<file path="src/design/mrap_pkg.sv">
// Shared types, widths and helpers for the multi-resource admission packer.
`default_nettype none
package mrap_pkg;

  localparam int RES_W   = 48;            // resource cost / total width
  localparam int PCT_W   = 7;             // percentage register width
  localparam int CNT_W   = 16;            // attempt counter width
  localparam int SCL_W   = RES_W + PCT_W; // width of value*100 and limit*pct
  localparam int NRES    = 3;             // disk, network, compute
  localparam int CIDX_W  = 3;
  localparam int DEC_W   = 3;

  localparam logic [PCT_W-1:0] LOWER_PCT_RST = PCT_W'(75);
  localparam logic [PCT_W-1:0] UPPER_PCT_RST = PCT_W'(90);
  localparam logic [SCL_W:0]   FILL_BIAS     = (SCL_W+1)'(99);

  typedef enum logic [DEC_W-1:0] {
    DEC_ADMIT    = 3'd0,
    DEC_ZERO_FEE = 3'd1,
    DEC_OVER     = 3'd2,
    DEC_CAP      = 3'd3,
    DEC_FILL     = 3'd4
  } decision_t;

  typedef enum logic [CIDX_W-1:0] {
    CFG_DISK_LIMIT    = 3'd0,
    CFG_NETWORK_LIMIT = 3'd1,
    CFG_COMPUTE_LIMIT = 3'd2,
    CFG_LOWER_PCT     = 3'd3,
    CFG_UPPER_PCT     = 3'd4,
    CFG_MAX_ATTEMPTS  = 3'd5
  } cfg_idx_t;

  // Bounds as products: total >= floor(L*p/100) <=> 100*total + 99 >= L*p,
  // total <= floor(L*p/100) <=> 100*total <= L*p.
  typedef struct packed {
    logic [NRES-1:0][SCL_W-1:0] low_prod;
    logic [NRES-1:0][SCL_W-1:0] up_prod;
    logic [CNT_W-1:0]           max_attempts;
  } thr_t;

  typedef struct packed {
    logic [NRES-1:0][RES_W-1:0] sum;
    logic [NRES-1:0][SCL_W-1:0] sum100;   // 100 * sum, kept alongside
    logic [CNT_W-1:0]           count;
    logic                       stopped;
  } pack_state_t;

  typedef struct packed {
    logic                       start_block;
    logic                       fee_limit_zero;
    logic [NRES-1:0][RES_W-1:0] used;
    logic [NRES-1:0][SCL_W-1:0] used100;
  } item_t;

  function automatic logic [SCL_W-1:0] times100(input logic [RES_W-1:0] x);
    logic [SCL_W-1:0] xe;
    xe = SCL_W'(x);
    return (xe << 6) + (xe << 5) + (xe << 2);
  endfunction

endpackage
`default_nettype wire

</file>
<file path="src/design/mrap_step.sv">
// Single-pass admission decision and next packing state for one request.
`default_nettype none
module mrap_step (
  input  wire mrap_pkg::item_t       item,
  input  wire mrap_pkg::pack_state_t cur,
  input  wire mrap_pkg::thr_t        thr,
  output mrap_pkg::pack_state_t      nxt,
  output mrap_pkg::decision_t        decision
);

  mrap_pkg::pack_state_t                                eff;
  logic                                                 cap_hit;
  logic [mrap_pkg::NRES-1:0]                            fill_res;
  logic [mrap_pkg::NRES-1:0]                            fit_res;
  logic [mrap_pkg::NRES-1:0][mrap_pkg::RES_W:0]         new_sum;
  logic [mrap_pkg::NRES-1:0][mrap_pkg::SCL_W:0]         new_100;

  always_comb begin
    eff = item.start_block ? '0 : cur;
    cap_hit = (thr.max_attempts != '0) && (eff.count >= thr.max_attempts);
    for (int i = 0; i < mrap_pkg::NRES; i++) begin
      fill_res[i] = ({1'b0, eff.sum100[i]} + mrap_pkg::FILL_BIAS)
                    >= {1'b0, thr.low_prod[i]};
      new_sum[i]  = {1'b0, eff.sum[i]} + {1'b0, item.used[i]};
      new_100[i]  = {1'b0, eff.sum100[i]} + {1'b0, item.used100[i]};
      // a carry out of the resource width counts as over bound
      fit_res[i]  = !new_sum[i][mrap_pkg::RES_W]
                    && (new_100[i] <= {1'b0, thr.up_prod[i]});
    end

    nxt = eff;
    if (eff.stopped) begin
      decision = cap_hit ? mrap_pkg::DEC_CAP : mrap_pkg::DEC_FILL;
    end else if (cap_hit) begin
      nxt.stopped = 1'b1;
      decision    = mrap_pkg::DEC_CAP;
    end else if (|fill_res) begin
      nxt.stopped = 1'b1;
      decision    = mrap_pkg::DEC_FILL;
    end else begin
      if (eff.count != '1) begin
        nxt.count = eff.count + 1'b1;
      end
      if (item.fee_limit_zero) begin
        decision = mrap_pkg::DEC_ZERO_FEE;
      end else if (&fit_res) begin
        for (int i = 0; i < mrap_pkg::NRES; i++) begin
          nxt.sum[i]    = new_sum[i][mrap_pkg::RES_W-1:0];
          nxt.sum100[i] = new_100[i][mrap_pkg::SCL_W-1:0];
        end
        decision = mrap_pkg::DEC_ADMIT;
      end else begin
        decision = mrap_pkg::DEC_OVER;
      end
    end
  end

endmodule
`default_nettype wire

</file>
<file path="config.mk">
export PLATFORM = sky130hd
export DESIGN_NAME = mrap_step
export DESIGN_NICKNAME = d
export VERILOG_FILES = /design/src/design/mrap_pkg.sv /design/src/design/mrap_step.sv
export SDC_FILE = /design/constraint.sdc
export NUM_CORES = 2
export LEC_CHECK = 0
export ABC_AREA = 0
export ABC_CLOCK_PERIOD_IN_PS = 45800
export BUFFER_PORTS_ARGS = -buffer_cell sky130_fd_sc_hd__buf_4
export CAP_MARGIN = 20
export CORE_AREA = 2 2 507 509
export DETAILED_ROUTE_END_ITERATION = 7
export DIE_AREA = 0 0 509 511
export SYNTH_ARGS = -nofsm -noshare
export SYNTH_HDL_FRONTEND = slang
export SYNTH_SLANG_ARGS = --single-unit
</file>
<file path="constraint.sdc">
create_clock -name vclk -period 45.8
set_input_delay 13.74 -clock vclk [all_inputs]
set_output_delay 13.74 -clock vclk [all_outputs]
set_load 0.01 [all_outputs]
</file>
# Word-level counts from Yosys, hierarchy flattened
# Index checks and enable logic that the tools add are counted.
totals:
  reg_bits: 0
  in_bits: 983
  word_cells: 43
classes:
  n_lt_le_gt_ge: 7
  n_mux: 15
  reduce_logical: 10
  n_addsub: 10
  n_eq_ne: 1
ops:
  columns: ["cell", "count"]
  rows:
  - ["326-bit 2-to-1 mux", 2]
  - ["325-bit 2-to-1 mux", 2]
  - ["309-bit 2-to-1 mux", 2]
  - ["55-bit by 55-bit adder with 56-bit output", 3]
  - ["55-bit by 7-bit adder with 56-bit output (second input constant)", 3]
  - ["56-bit by 55-bit >= comparator with 1-bit output", 3]
  - ["56-bit by 55-bit less-or-equal comparator with 1-bit output", 3]
  - ["48-bit by 48-bit adder with 49-bit output", 3]
  - ["16-bit by 1-bit adder with 16-bit output (second input constant)", 1]
  - ["16-bit >= comparator", 1]
  - ["16-bit 2-to-1 mux", 1]
  - ["16-bit != test (second input constant)", 1]
  - ["16-bit nonzero test", 1]
  - ["3-bit 2-to-1 mux", 5]
  - ["1-bit logical AND", 4]
  - ["1-bit zero test", 3]
  - ["3-bit AND reduction", 1]
  - ["3-bit OR reduction", 1]
  - ["1-bit 2-to-1 mux", 2]
  - ["2-bit 2-to-1 mux", 1]

# Depth between registers and ports, before layout
depth:
  ltp_word: 10
  depth_mapped: 46
  ltp_nobuf: 31

# Least setup slack after synthesis
# Ideal clock, no wire load.
synth_timing:
  path_type: "input port to output port"
  start: "input port item[310] (netlist bit)"
  end: "output port nxt[277] (netlist bit)"
  path_stages: 44
  t_required_ps: 32060
  t_arrival_ps: 21917
  path_buffers: 15
  path_slack_ps: 10143
  cell_sequence: "buf_6 > buf_6 > buf_6 > buf_6 > buf_6 > buf_2 > clkbuf_1 > buf_2 > buf_2 > buf_2 > clkbuf_1 > clkbuf_1 > clkbuf_1 > nor2b_1 > ha_1 > a21o_1 > a21o_1 > maj3_2 > [8 not listed] > o31ai_1 > xor2_1 > ha_1 > nor2b_1 > o21ai_0 > o211ai_1 > a31oi_1 > o41ai_1 > nor3_1 > o22ai_1 > nor4_1 > nand4_1 > nor4b_2 > buf_2 > inv_2 > buf_2 > a2111oi_2 > nor3_1"
synth_rtl:
  columns: ["element", "line", "source"]
  rows:
  - ["start, declared", "mrap_step.sv:4", "input wire mrap_pkg::item_t item,"]
  - ["end, declared", "mrap_step.sv:7", "output mrap_pkg::pack_state_t nxt,"]

==> run_results.csv <==
group,metric,value,unit
status,outcome,"completed",
min_path,hold_path.class,"input port to output pin",
logic_synthesis,yosysTopAreaCell,"ha_1",
power_and_ir_drop,vdd_drop_max,7.768,uV
logic_synthesis,yosys-top-cells-area,"ha_1 (23%), xnor2_1 (6.5%), nor2b_1 (6.4%)",
setup_path,critPathCapture,"nxt[163]",
timing,min_period,38.73,ns
timing,slew_viol_final,0,
finish,clkbuf_count,0,
logic_synthesis,post_synth_num_cell_types,108,
timing,maxSlewHeadroom,13.66,%
placed_design,pre_cts_ws,6.948,ns
clock_network,cts_setup_buffers,0,
logic_synthesis,synth_common_cells,"ha_1 (635), nand2_1 (497), inv_1 (453)",
drt,drcViolationCount,0,
finish,fin_nets,7955,
logic_synthesis,ys_warn_count,0,
global_routing,antenna_found_initial,172,
finish,utilization,19.08,%
logic_synthesis,synthesis.nets,6810,
placed_design,placed_cell_area,48520,um2
logic_synthesis,yosysTopAreaCellShare,22.74,%
floorplan,dieWidth,509,um
logic_synthesis,avgSynthCellArea,6.734,um2
timing,period_share,84.57,%
placed_design,gp_congestion,1.039,
timing,rsz0062_at_grt,"no",
setup_path,critical_path_required,32.06,ns
finish,fillers,29380,
drt,vias,45820,
setup_path,crit_path_start,"item[310]",
setup_path,worstSetupEndpointType,"output pin",
drt,routed_wl,291600,um
drt,antenna_left,0,
clock_network,postCtsResizedCells,0,
floorplan,dieArea,260100,um2
global_routing,grt_usage,21.10,%
drt,drt_iter0_drc,4622,
setup_path,crit_top_cell,"buf_4",
logic_synthesis,yosysSeqAreaShare,0,%
timing,setup_slack,7.069,ns
drt,vias_per_cell,4.679,
logic_synthesis,netlist_area,34940,um2
floorplan,rows,186,
setup_path,critPathKind,"input port to output pin",
clock_network,hold_buffers,0,
finish,area.growth.synth_to_final,39.44,%
setup_path,start_kind,"input port",
finish,seq_cells,0,
global_routing,grt_pass1_vias,42600,
timing,timing.hold.ws,27.80,ns
setup_path,arrival,24.99,ns
placed_design,hpwlAfterDp,264100,um
drt,avgRoutedWirePerCell,29.77,um
timing,fmax,0.02582,GHz
placed_design,port_buffers,1312,
drt,drtPass1Iterations,6,
setup_path,cpPeakStageDelay,0.70,ns
global_routing,grt_max_degree,121,
finish,register_area,0,um2
timing,setup_viol,0,
logic_synthesis,synthMostInstantiatedCell,"ha_1",
setup_path,path_max_fanout,72,
setup_path,crit_slowest_cell,"o32ai_1",
floorplan,start_util,13.68,%
floorplan,io-pin-count,1312,
power_and_ir_drop,p_leak,0.02458,uW
finish,final_cell_area,48720,um2
timing,fin_setup_tns,0,ns
global_routing,overflow,0,
timing,worstMarginPinSlew,1.286,ns
logic_synthesis,syn_inst,5188,
finish,drive_gt1_share,23.14,%
floorplan,core,255300,um2
power_and_ir_drop,power_density,13.21,nW/um2
timing,hold_violations,0,
floorplan,die_height,511,um
global_routing,grt_pass1_wl,377700,um
flow_run,maxCapViolCount,0,
layout make-up:
| cell class | instances | area, um2 | share of cell area (%) |
|---|---|---|---|
| tap | 3384 | 4234 | 8.691 |
| timing repair buffer | 1357 | 10270 | 21.09 |
| inverter | 455 | 1708 | 3.506 |
| multi-input combinational | 4519 | 32300 | 66.31 |
| antenna | 79 | 197.7 | 0.4058 |
how the worst min path moves through the flow:
stage / from / slack, ns / cells after the start / endpoint
6_report: cur[137] / 27.80 / 3 / nxt[137]
5_1_grt: cur[87] / 27.81 / 3 / nxt[87]
4_1_cts: cur[137] / 27.79 / 3 / nxt[137]
3_5_place_dp: cur[137] / 27.79 / 3 / nxt[137]
3_3_place_gp: cur[137] / 27.79 / 3 / nxt[137]
2_1_floorplan: item[309] / 27.57 / 1 / decision[1]
layout by cell type (no fill, tap or decap), types with 256 or more instances in the layout:
master	count
nor2_1	294
nand2_1	497
a21oi_1	376
ha_1	635
xnor2_1	256
nor2b_1	355
inv_1	453
buf_4	1346
o21ai_0	262
a21o_1	290
logic make-up after synthesis:
| group | synth area share, % |
|---|---|
| buffers and inverters | 7.825 |
| AO/OA/AOI/OAI | 29.90 |
| AND/OR/NAND/NOR | 26.45 |
| adder cells (fa/ha/maj) | 23.35 |
| XOR/XNOR | 11.83 |
| multiplexers | 0.6411 |
critical path, delay by kind of cell:
family / cells / cell delay (ns)
XOR/XNOR: 2 / 0.78
AND/OR/NAND/NOR: 11 / 4.10
AO/OA/AOI/OAI: 11 / 3.54
adder cells (fa/ha/maj): 2 / 0.43
buffers and inverters: 7 / 2.09
stage by stage:
step | total power (uW) | cells
global placement | 635.4 | 9707
floorplan | 333.6 | 5188
finish | 643.7 | 9794
CTS | 640.5 | 9715
global route | 692.6 | 9757
detailed placement | 636.5 | 9715
report_power, final:
part / switching, uW / internal [uW] / total (uW)
registers: 0 / 0 / 0
clock network: 0 / 0.000152 / 0.000152
logic: 390 / 253 / 644
layer usage:
metal	track usage, %	vias up	part of all wire, %
met4	9.295	90	5.2
met2	34.35	2650	45
li1	-	21020	-
met5	0	-	0.21
met3	5.957	520	9.2
met1	25.63	21540	40
No activity file was read; power rests on OpenSTA's default activity.
